==> src/hdl/bnms_pkg.sv <==
// ----------------------------------------------------------------------------
// bnms_pkg
// types, widths and codes shared by the box suppression block
// ----------------------------------------------------------------------------
package bnms_pkg;

	localparam int MAX_BOXES  = 32;
	localparam int COORD_BITS = 12;
	localparam int SCORE_BITS = 16;
	localparam int THR_BITS   = 9;
	localparam int IDX_BITS   = $clog2(MAX_BOXES);
	localparam int CNT_BITS   = $clog2(MAX_BOXES + 1);
	localparam int BOX_BITS   = 4 * COORD_BITS + SCORE_BITS;
	localparam int DIFF_BITS  = COORD_BITS + 1;
	localparam int INTER_BITS = 2 * COORD_BITS;
	localparam int AREA_BITS  = 2 * DIFF_BITS;
	localparam int UNI_BITS   = AREA_BITS + 1;
	localparam int PROD_BITS  = THR_BITS + UNI_BITS - 1;
	localparam int SCALE_BITS = INTER_BITS + 8;
	localparam int CMP_BITS   = (PROD_BITS > SCALE_BITS) ? PROD_BITS : SCALE_BITS;

	localparam logic [THR_BITS-1:0] THR_RESET = THR_BITS'(128);

	// register index as seen on paddr[2]
	localparam logic REG_IOU_THRESHOLD = 1'b0;

	typedef struct packed {
		logic [COORD_BITS-1:0] left;
		logic [COORD_BITS-1:0] top;
		logic [COORD_BITS-1:0] right;
		logic [COORD_BITS-1:0] bottom;
		logic [SCORE_BITS-1:0] score;
	} box_t;

	typedef struct packed {
		logic load;
		logic sel_start;
		logic supp_start;
		logic emit;
		logic take;
		logic a_diff;
		logic a_area;
		logic clear;
	} ctrl_cmd_t;

	typedef struct packed {
		logic busy;
		logic found;
		logic pending;
		logic out_busy;
	} ctrl_stat_t;

endpackage

==> src/hdl/bnms_ram.sv <==
// ----------------------------------------------------------------------------
// bnms_ram
// generic one-write one-read memory with registered read data
// ----------------------------------------------------------------------------
module bnms_ram #(
	parameter int WIDTH = 64,
	parameter int DEPTH = 32
) (
	input  logic                     clk,
	input  logic                     we,
	input  logic [$clog2(DEPTH)-1:0] waddr,
	input  logic [WIDTH-1:0]         wdata,
	input  logic [$clog2(DEPTH)-1:0] raddr,
	output logic [WIDTH-1:0]         rdata
);

	logic [WIDTH-1:0] mem_q [DEPTH];

	always_ff @(posedge clk) begin
		if (we) begin
			mem_q[waddr] <= wdata;
		end
		rdata <= mem_q[raddr];
	end

endmodule

==> src/hdl/bnms_ctrl.sv <==
// ----------------------------------------------------------------------------
// bnms_ctrl
// sequencer for loading, selection rounds, suppression sweeps and output
// ----------------------------------------------------------------------------
module bnms_ctrl import bnms_pkg::*; (
	input  logic       clk,
	input  logic       arst_n,
	input  logic       in_valid,
	input  logic       final_box,
	output logic       in_stall,
	input  ctrl_stat_t stat,
	output ctrl_cmd_t  cmd
);

	typedef enum logic [9:0] {
		ST_IDLE      = 10'b0000000001,
		ST_SEL_GO    = 10'b0000000010,
		ST_SEL_WAIT  = 10'b0000000100,
		ST_EMIT      = 10'b0000001000,
		ST_TAKE      = 10'b0000010000,
		ST_A_DIFF    = 10'b0000100000,
		ST_A_AREA    = 10'b0001000000,
		ST_SUPP_GO   = 10'b0010000000,
		ST_SUPP_WAIT = 10'b0100000000,
		ST_FINISH    = 10'b1000000000
	} state_t;

	state_t state_q, state_d;

	always_ff @(posedge clk or negedge arst_n) begin
		if (!arst_n) begin
			state_q <= ST_IDLE;
		end else begin
			state_q <= state_d;
		end
	end

	assign in_stall = (state_q != ST_IDLE);

	always_comb begin
		state_d = state_q;
		cmd     = '0;
		case (state_q)
			ST_IDLE: begin
				cmd.load = in_valid;
				if (in_valid && final_box) begin
					state_d = ST_SEL_GO;
				end
			end
			ST_SEL_GO: begin
				cmd.sel_start = 1'b1;
				state_d       = ST_SEL_WAIT;
			end
			ST_SEL_WAIT: begin
				if (!stat.busy) begin
					state_d = stat.pending ? ST_EMIT : ST_TAKE;
				end
			end
			ST_EMIT: begin
				if (!stat.out_busy) begin
					cmd.emit = 1'b1;
					state_d  = stat.found ? ST_TAKE : ST_FINISH;
				end
			end
			ST_TAKE: begin
				cmd.take = 1'b1;
				state_d  = ST_A_DIFF;
			end
			ST_A_DIFF: begin
				cmd.a_diff = 1'b1;
				state_d    = ST_A_AREA;
			end
			ST_A_AREA: begin
				cmd.a_area = 1'b1;
				state_d    = ST_SUPP_GO;
			end
			ST_SUPP_GO: begin
				cmd.supp_start = 1'b1;
				state_d        = ST_SUPP_WAIT;
			end
			ST_SUPP_WAIT: begin
				if (!stat.busy) begin
					state_d = ST_SEL_GO;
				end
			end
			ST_FINISH: begin
				cmd.clear = 1'b1;
				state_d   = ST_IDLE;
			end
			default: begin
				state_d = ST_IDLE;
			end
		endcase
	end

endmodule

==> src/hdl/bnms_datapath.sv <==
// ----------------------------------------------------------------------------
// bnms_datapath
// box memories, sweep counter, rank selection, overlap pipeline and output
// ----------------------------------------------------------------------------
module bnms_datapath import bnms_pkg::*; (
	input  logic                  clk,
	input  logic                  arst_n,
	input  ctrl_cmd_t             cmd,
	output ctrl_stat_t            stat,
	input  logic [THR_BITS-1:0]   thr,
	input  box_t                  in_box,
	output logic                  out_valid,
	input  logic                  out_stall,
	output logic [IDX_BITS-1:0]   kept_index,
	output logic                  last_kept
);

	logic [CNT_BITS-1:0] count_q;
	logic                wr_en;
	box_t                rd_a, rd_b;
	logic [BOX_BITS-1:0] rd_a_raw, rd_b_raw;

	// sweep control
	logic                run_q, sel_mode_q;
	logic [CNT_BITS-1:0] cnt_q;
	logic                v_s1, v_s2, v_s3, v_s4, v_s5;
	logic [IDX_BITS-1:0] idx_s1, idx_s2, idx_s3, idx_s4, idx_s5;

	// visited or suppressed
	logic [MAX_BOXES-1:0] done_q;

	logic                  best_found_q;
	logic [IDX_BITS-1:0]   best_idx_q;
	logic [SCORE_BITS-1:0] best_score_q;
	logic                  pending_q;
	logic [IDX_BITS-1:0]   pending_idx_q;

	// the visiting box
	box_t                        a_q;
	logic signed [DIFF_BITS-1:0] wa_q, ha_q;
	logic signed [AREA_BITS-1:0] area_a_q;

	// overlap pipeline payload
	logic [COORD_BITS-1:0]       iw_s2, ih_s2;
	logic signed [DIFF_BITS-1:0] wb_s2, hb_s2;
	logic [INTER_BITS-1:0]       inter_s3, inter_s4, inter_s5;
	logic signed [AREA_BITS-1:0] area_b_s3;
	logic [UNI_BITS-1:0]         uni_s4;
	logic                        uni_pos_s5;
	logic [PROD_BITS-1:0]        prod_s5;

	logic                  out_valid_q, last_q;
	logic [IDX_BITS-1:0]   kept_q;

	logic [COORD_BITS-1:0]       x0, x1, y0, y1;
	logic signed [DIFF_BITS-1:0] dx, dy;
	logic                        sel_hit, supp_hit;

	assign wr_en = cmd.load && (count_q < CNT_BITS'(MAX_BOXES));

	bnms_ram #(.WIDTH(BOX_BITS), .DEPTH(MAX_BOXES)) u_ram_a (
		.clk   (clk),
		.we    (wr_en),
		.waddr (count_q[IDX_BITS-1:0]),
		.wdata (in_box),
		.raddr (best_idx_q),
		.rdata (rd_a_raw)
	);

	bnms_ram #(.WIDTH(BOX_BITS), .DEPTH(MAX_BOXES)) u_ram_b (
		.clk   (clk),
		.we    (wr_en),
		.waddr (count_q[IDX_BITS-1:0]),
		.wdata (in_box),
		.raddr (cnt_q[IDX_BITS-1:0]),
		.rdata (rd_b_raw)
	);

	assign rd_a = box_t'(rd_a_raw);
	assign rd_b = box_t'(rd_b_raw);

	// overlap extents against the visiting box
	always_comb begin
		x0 = (a_q.left > rd_b.left) ? a_q.left : rd_b.left;
		y0 = (a_q.top > rd_b.top) ? a_q.top : rd_b.top;
		x1 = (a_q.right < rd_b.right) ? a_q.right : rd_b.right;
		y1 = (a_q.bottom < rd_b.bottom) ? a_q.bottom : rd_b.bottom;
		dx = $signed({1'b0, x1}) - $signed({1'b0, x0});
		dy = $signed({1'b0, y1}) - $signed({1'b0, y0});
	end

	// scanning upwards, >= lets the higher index win a tie
	assign sel_hit = v_s1 && sel_mode_q && !done_q[idx_s1] &&
		(!best_found_q || (rd_b.score >= best_score_q));

	assign supp_hit = v_s5 && !sel_mode_q && uni_pos_s5 &&
		(CMP_BITS'({inter_s5, 8'b0}) > CMP_BITS'(prod_s5));

	// control state
	always_ff @(posedge clk or negedge arst_n) begin
		if (!arst_n) begin
			count_q      <= '0;
			run_q        <= 1'b0;
			sel_mode_q   <= 1'b0;
			cnt_q        <= '0;
			v_s1         <= 1'b0;
			v_s2         <= 1'b0;
			v_s3         <= 1'b0;
			v_s4         <= 1'b0;
			v_s5         <= 1'b0;
			done_q       <= '0;
			best_found_q <= 1'b0;
			pending_q    <= 1'b0;
			out_valid_q  <= 1'b0;
		end else begin
			if (cmd.clear) begin
				count_q <= '0;
			end else if (wr_en) begin
				count_q <= count_q + CNT_BITS'(1);
			end

			if (cmd.sel_start || cmd.supp_start) begin
				run_q      <= 1'b1;
				cnt_q      <= '0;
				sel_mode_q <= cmd.sel_start;
			end else if (run_q) begin
				cnt_q <= cnt_q + CNT_BITS'(1);
				if (cnt_q == count_q - CNT_BITS'(1)) begin
					run_q <= 1'b0;
				end
			end
			v_s1 <= run_q;
			v_s2 <= v_s1;
			v_s3 <= v_s2;
			v_s4 <= v_s3;
			v_s5 <= v_s4;

			if (cmd.sel_start) begin
				best_found_q <= 1'b0;
			end else if (sel_hit) begin
				best_found_q <= 1'b1;
			end

			if (cmd.clear) begin
				done_q    <= '0;
				pending_q <= 1'b0;
			end else begin
				if (cmd.take) begin
					done_q[best_idx_q] <= 1'b1;
					pending_q          <= 1'b1;
				end
				if (supp_hit) begin
					done_q[idx_s5] <= 1'b1;
				end
			end

			if (cmd.emit) begin
				out_valid_q <= 1'b1;
			end else if (!out_stall) begin
				out_valid_q <= 1'b0;
			end
		end
	end

	// payload
	always_ff @(posedge clk) begin
		idx_s1 <= cnt_q[IDX_BITS-1:0];
		idx_s2 <= idx_s1;
		idx_s3 <= idx_s2;
		idx_s4 <= idx_s3;
		idx_s5 <= idx_s4;

		if (sel_hit) begin
			best_idx_q   <= idx_s1;
			best_score_q <= rd_b.score;
		end
		if (cmd.take) begin
			pending_idx_q <= best_idx_q;
		end
		if (cmd.a_diff) begin
			a_q  <= rd_a;
			wa_q <= $signed({1'b0, rd_a.right}) - $signed({1'b0, rd_a.left});
			ha_q <= $signed({1'b0, rd_a.bottom}) - $signed({1'b0, rd_a.top});
		end
		if (cmd.a_area) begin
			area_a_q <= wa_q * ha_q;
		end

		iw_s2 <= dx[DIFF_BITS-1] ? '0 : dx[COORD_BITS-1:0];
		ih_s2 <= dy[DIFF_BITS-1] ? '0 : dy[COORD_BITS-1:0];
		wb_s2 <= $signed({1'b0, rd_b.right}) - $signed({1'b0, rd_b.left});
		hb_s2 <= $signed({1'b0, rd_b.bottom}) - $signed({1'b0, rd_b.top});

		inter_s3  <= iw_s2 * ih_s2;
		area_b_s3 <= wb_s2 * hb_s2;

		uni_s4   <= {area_a_q[AREA_BITS-1], area_a_q} + {area_b_s3[AREA_BITS-1], area_b_s3}
			- {{(UNI_BITS-INTER_BITS){1'b0}}, inter_s3};
		inter_s4 <= inter_s3;

		uni_pos_s5 <= !uni_s4[UNI_BITS-1] && (uni_s4 != '0);
		prod_s5    <= thr * uni_s4[UNI_BITS-2:0];
		inter_s5   <= inter_s4;

		if (cmd.emit) begin
			kept_q <= pending_idx_q;
			last_q <= !best_found_q;
		end
	end

	assign stat.busy     = run_q || v_s1 || v_s2 || v_s3 || v_s4 || v_s5;
	assign stat.found    = best_found_q;
	assign stat.pending  = pending_q;
	assign stat.out_busy = out_valid_q && out_stall;

	assign out_valid  = out_valid_q;
	assign kept_index = kept_q;
	assign last_kept  = last_q;

endmodule

==> src/hdl/box_non_max_suppression.sv <==
// ----------------------------------------------------------------------------
// box_non_max_suppression
// greedy non-maximum suppression of one frame of boxes by IoU threshold
// ----------------------------------------------------------------------------
//  channel  direction  handshake                 payload
//  in       sink       in_valid / in_stall       box_left/top/right/bottom, score, final_box
//  out      source     out_valid / out_stall     kept_index, last_kept
//  cfg      sink       apb psel/penable/pwrite   iou_threshold at byte address 0
//
//  boxes load at one transfer per cycle; a final box starts suppression
//  a round: selection sweep, emit, box fetch and suppression sweep
//  the input is stalled from the final box until the last result is queued
//  reset clears the controller, counts and flags; the box memories need none
//  a stalled result holds in the output register and pauses the next emit
// ----------------------------------------------------------------------------
module box_non_max_suppression import bnms_pkg::*; (
	input  logic                  clk,
	input  logic                  arst_n,
	// box input
	input  logic                  in_valid,
	output logic                  in_stall,
	input  logic [COORD_BITS-1:0] box_left,
	input  logic [COORD_BITS-1:0] box_top,
	input  logic [COORD_BITS-1:0] box_right,
	input  logic [COORD_BITS-1:0] box_bottom,
	input  logic [SCORE_BITS-1:0] score,
	input  logic                  final_box,
	// kept index output
	output logic                  out_valid,
	input  logic                  out_stall,
	output logic [IDX_BITS-1:0]   kept_index,
	output logic                  last_kept,
	// configuration
	input  logic                  psel,
	input  logic                  penable,
	input  logic                  pwrite,
	input  logic [2:0]            paddr,
	input  logic [31:0]           pwdata,
	output logic [31:0]           prdata,
	output logic                  pready
);

	ctrl_cmd_t           cmd;
	ctrl_stat_t          stat;
	box_t                in_box;
	logic [THR_BITS-1:0] thr_q;

	// threshold register, to be written by the user only between frames; the block has no guard for it
	always_ff @(posedge clk or negedge arst_n) begin
		if (!arst_n) begin
			thr_q <= THR_RESET;
		end else if (psel && penable && pwrite && (paddr[2] == REG_IOU_THRESHOLD)) begin
			thr_q <= pwdata[THR_BITS-1:0];
		end
	end

	assign pready = 1'b1;
	assign prdata = (paddr[2] == REG_IOU_THRESHOLD) ? {{(32-THR_BITS){1'b0}}, thr_q} : '0;

	assign in_box = '{left: box_left, top: box_top, right: box_right,
		bottom: box_bottom, score: score};

	// sequencer
	bnms_ctrl u_ctrl (
		.clk       (clk),
		.arst_n    (arst_n),
		.in_valid  (in_valid),
		.final_box (final_box),
		.in_stall  (in_stall),
		.stat      (stat),
		.cmd       (cmd)
	);

	// storage and arithmetic
	bnms_datapath u_datapath (
		.clk        (clk),
		.arst_n     (arst_n),
		.cmd        (cmd),
		.stat       (stat),
		.thr        (thr_q),
		.in_box     (in_box),
		.out_valid  (out_valid),
		.out_stall  (out_stall),
		.kept_index (kept_index),
		.last_kept  (last_kept)
	);

endmodule

==> config.mk <==
export PLATFORM = sky130hd
export DESIGN_NAME = box_non_max_suppression
export DESIGN_NICKNAME = d
export VERILOG_FILES = /design/src/hdl/bnms_pkg.sv /design/src/hdl/bnms_ram.sv /design/src/hdl/bnms_ctrl.sv /design/src/hdl/bnms_datapath.sv /design/src/hdl/box_non_max_suppression.sv
export SDC_FILE = /design/constraint.sdc
export NUM_CORES = 2
export LEC_CHECK = 0
export ABC_AREA = 1
export BUFFER_PORTS_ARGS = -buffer_cell sky130_fd_sc_hd__buf_4
export CAP_MARGIN = 30
export CORE_ASPECT_RATIO = 1.2
export CORE_MARGIN = 2
export CORE_UTILIZATION = 45
export DETAILED_ROUTE_END_ITERATION = 10
export SYNTH_ARGS = -nofsm -noshare
export SYNTH_HDL_FRONTEND = slang
export SYNTH_SLANG_ARGS = --single-unit
export TNS_END_PERCENT = 30
==> constraint.sdc <==
create_clock -name clk -period 6.73 [get_ports clk]
set_input_delay 1.0095 -clock clk [delete_from_list [all_inputs] [get_ports clk]]
set_output_delay 1.0095 -clock clk [all_outputs]
set_load 0.05 [all_outputs]
==> results.cfg <==
[global_routing]
grt_usage = 0.2915
met1_usage = 0.3513
grt_overflow_total = 0
grt_antenna_before_repair = 41
grt_util_met2 = 0.4850
gr-max-usage-layer = met2
use_met3 = 0.05802
grt_pass1_vias = 106000
grt_max_degree = 171
grt_pass1_wl_um = 683100

[placed_design]
dp_slack_ns = 0.9202
place_hpwl_um = 272700
gp_congestion = 0.9189
portBuffers = 98
dpl.cell_count = 16920

[sta]
maxSlewHeadroom = -0.09643
setup_viol = 0
holdWs_ns = 0.3256
hold_violations = 0
layout_min_cycle_time_ns = 5.770
rsz0062_at_grt = no
fin_crit_sh = 0.8574
finalWorstSetupSlack_ns = 0.9598
worst_pin_slew_ns = 1.645
fmax_mhz = 173.3
maxSlewViolCount = 38
clock_skew_ns = 0.08164
tns_ns = 0

[logic_synthesis]
syn_area_um2 = 138900
synthArstFlopShare = 0.02807
synthCells = 13400
ys.flop_type = edfxtp_1
yosysUniqueCellTypes = 55
ys_seq_area_frac = 0.5347
synth_edf_count = 2180
synth-seq-cells = 2601
yosysWarningCount = 0
avgSynthCellArea_um2 = 10.36

[floorplanning]
fp.dieH_um = 612.5
num_rows = 223
start_util = 0.4521
core_um2 = 307200
num_io_pins = 148
die_area_um2 = 313100
die_w_um = 511.1

[clocking]
htree_levels = 5
clkSlewWorstSetupHoldPaths_ns = 0.06
cts_inserted_buffers = 279
clockBufferDepth = 4
cts_tree = yes
cts_root_buf = clkbuf_16
clk_latency_ns = 0.90
postCtsSetupBuffers = 0
hold_buffers = 0
cts-resized-gates = 0
clock_sinks = 2601

[critical_path]
critPathKind = flip-flop to flip-flop
reg2reg_slack_ns = 0.96
crit_arrival_ns = 6.35
cpPeakStageDelay_ns = 0.66
r2r-start = u_datapath.wa_q[12]
start_kind = flip-flop
critPathBufInv = 5
required_ns = 7.31
cpMaxStageDelayCell = edfxtp_1
r2r-end = u_datapath.area_a_q[24]
path_cells = nand2_1 -> fa_1 -> inv_1 -> fa_1 -> inv_1 -> fa_1 -> inv_1 -> fa_1 -> inv_1 -> fa_1 -> inv_1 -> ha_1 -> ha_1 -> nand2_1 -> nor4_1 -> nand4_1 -> nand3_1 -> xor2_1
reg2reg_depth = 18
path_max_fanout = 13
critPathCaptureType = flip-flop
critPathTopFamily = adder cells

[final_layout]
area_growth_pct = 9.969
regArea_um2 = 74270
multi_input_area_um2 = 55870
fin_cells = 17440
final_layout_size_suffix_gt1_frac = 0.05588
finalNetCount = 14330
n_fill_cell = 27160

[detailed_routing]
ant_nets = 0
vias_per_cell = 6.082
wl_um = 468700
dr.first_iter.drc_count = 13010
post_drt_wl_per_cell_um = 26.87
vias = 106100
drc = 0
drtPass1Iterations = 10

[flow_run]
cap_violations = 0

[min_path]
hold_path_end = u_datapath.idx_s3[3]
min-delay-start = u_datapath.idx_s2[3]
hold_path_class = flip-flop to flip-flop
min_path_cells = 0

[status]
violations = max-slew violations
status = finished with violations
-- metrics by stage --
stage               area (µm²)    util
floorplan               139000       -
global placement        143500  0.4671
detailed placement      143700  0.4678
CTS                     152500  0.4965
global route            152700  0.4970
finish                  152700  0.4971
-- per-layer routing --
layer / up-vias / part of all wire
met5: - / 0.00042
met4: 28 / 0.064
met3: 1426 / 0.099
met2: 5987 / 0.47
met1: 52560 / 0.36
li1: 46090 / -
-- sequential cells by signal (all words and copies together) (netlist names), 9 cells and up --
register and cells:
u_ctrl.state_q 10, u_datapath.u_ram_b.mem_q 1984, u_datapath.iw_s2 12, u_datapath.inter_s5 24, u_datapath.area_b_s3 26, u_datapath.ha_q 13
u_datapath.wb_s2 13, u_datapath.best_score_q 16, u_datapath.u_ram_a.mem_q 64, u_datapath.hb_s2 13, thr_q 9, u_datapath.a_q 48
u_datapath.u_ram_a.rdata 48, u_datapath.prod_s5 35, u_datapath.done_q 32, u_datapath.ih_s2 12, u_datapath.area_a_q 26, u_datapath.u_ram_b.rdata 64
u_datapath.wa_q 13, u_datapath.uni_s4 27, u_datapath.inter_s3 24, u_datapath.inter_s4 24
-- cells in the mapped netlist, types with 178 or more instances --
library cell	number	area, µm²
nand3_1	292	1461
edfxtp_1	2180	65460
inv_1	1484	5570
nor2_1	1469	5514
buf_2	178	890.9
o21ai_0	1327	6641
nand2_1	1823	6843
dfxtp_1	348	6967
clkbuf_1	554	2079
a22oi_1	662	4970
a21oi_1	556	2783
o22ai_1	339	2121
fa_1	623	12470
ha_1	444	5555
-- worst max path at each step --
stage	start	end	slack (ns)	cells after the start
2_1_floorplan	u_ctrl.state_q[3]	u_ctrl.state_q[9]	0.12	6
3_3_place_gp	u_datapath.wa_q[12]	u_datapath.area_a_q[24]	0.90	18
3_5_place_dp	u_datapath.wa_q[12]	u_datapath.area_a_q[24]	0.92	18
4_1_cts	u_datapath.wa_q[12]	u_datapath.area_a_q[24]	0.89	18
5_1_grt	u_datapath.wa_q[12]	u_datapath.area_a_q[24]	0.53	18
6_report	u_datapath.wa_q[12]	u_datapath.area_a_q[24]	0.96	18
-- cell families (layout without fill, tap and decap cells) --
kind of cell | count (synthesis) | in the layout | share of synthesized area
xor gates and xnor gates | 184 | 184 | 0.01160
adders and majority gates | 1067 | 1067 | 0.1298
AOI/OAI and AO/OA | 3349 | 3349 | 0.1452
buffers and inverters | 2314 | 2255 | 0.06572
and+or+nand+nor | 3887 | 3887 | 0.1129
DFF | 2601 | 2601 | 0.5347
other | 2 | 50 | 0.00005408
-- layout make-up --
class	count	share of cell area
flip-flops and latches	2601	0.4864
multi-input cells	8511	0.3658
clock buffers	379	0.05111
inverters	1495	0.03711
well taps	4050	0.03318
repair buffers	272	0.01934
clock inverters	109	0.006636
diodes	26	0.0004260
-- cells in the final DEF (no fill, tap or decap), types with 54 or more instances in the layout --
master,count
clkbuf_1,71
inv_1,1476
buf_4,201
o21ai_0,1327
o22ai_1,339
xnor2_1,62
dfxtp_1,348
nor4_1,54
nor3_1,76
o211ai_1,84
xor2_1,122
a221oi_1,59
nand4_1,105
nor2_1,1434
nand3_1,292
buf_12,59
o221ai_1,107
nand2_1,1823
fa_1,623
a31oi_1,63
edfxtp_1,2180
a21oi_1,556
dfrtp_1,67
clkbuf_16,293
a22oi_1,662
ha_1,444
-- worst register-to-register path: cells and delay by family (launching register included) --
kind / cells / cell delay, ns
XOR/XNOR: 1 / 0.08
flip-flops: 1 / 0.66
adder cells (fa/ha/maj): 7 / 3.26
AND/OR/NAND/NOR: 5 / 1.15
buffers and inverters: 5 / 0.37
Power is not shown: default switching activity piles up to over one toggle a cycle in this logic, so the estimate is an artifact.
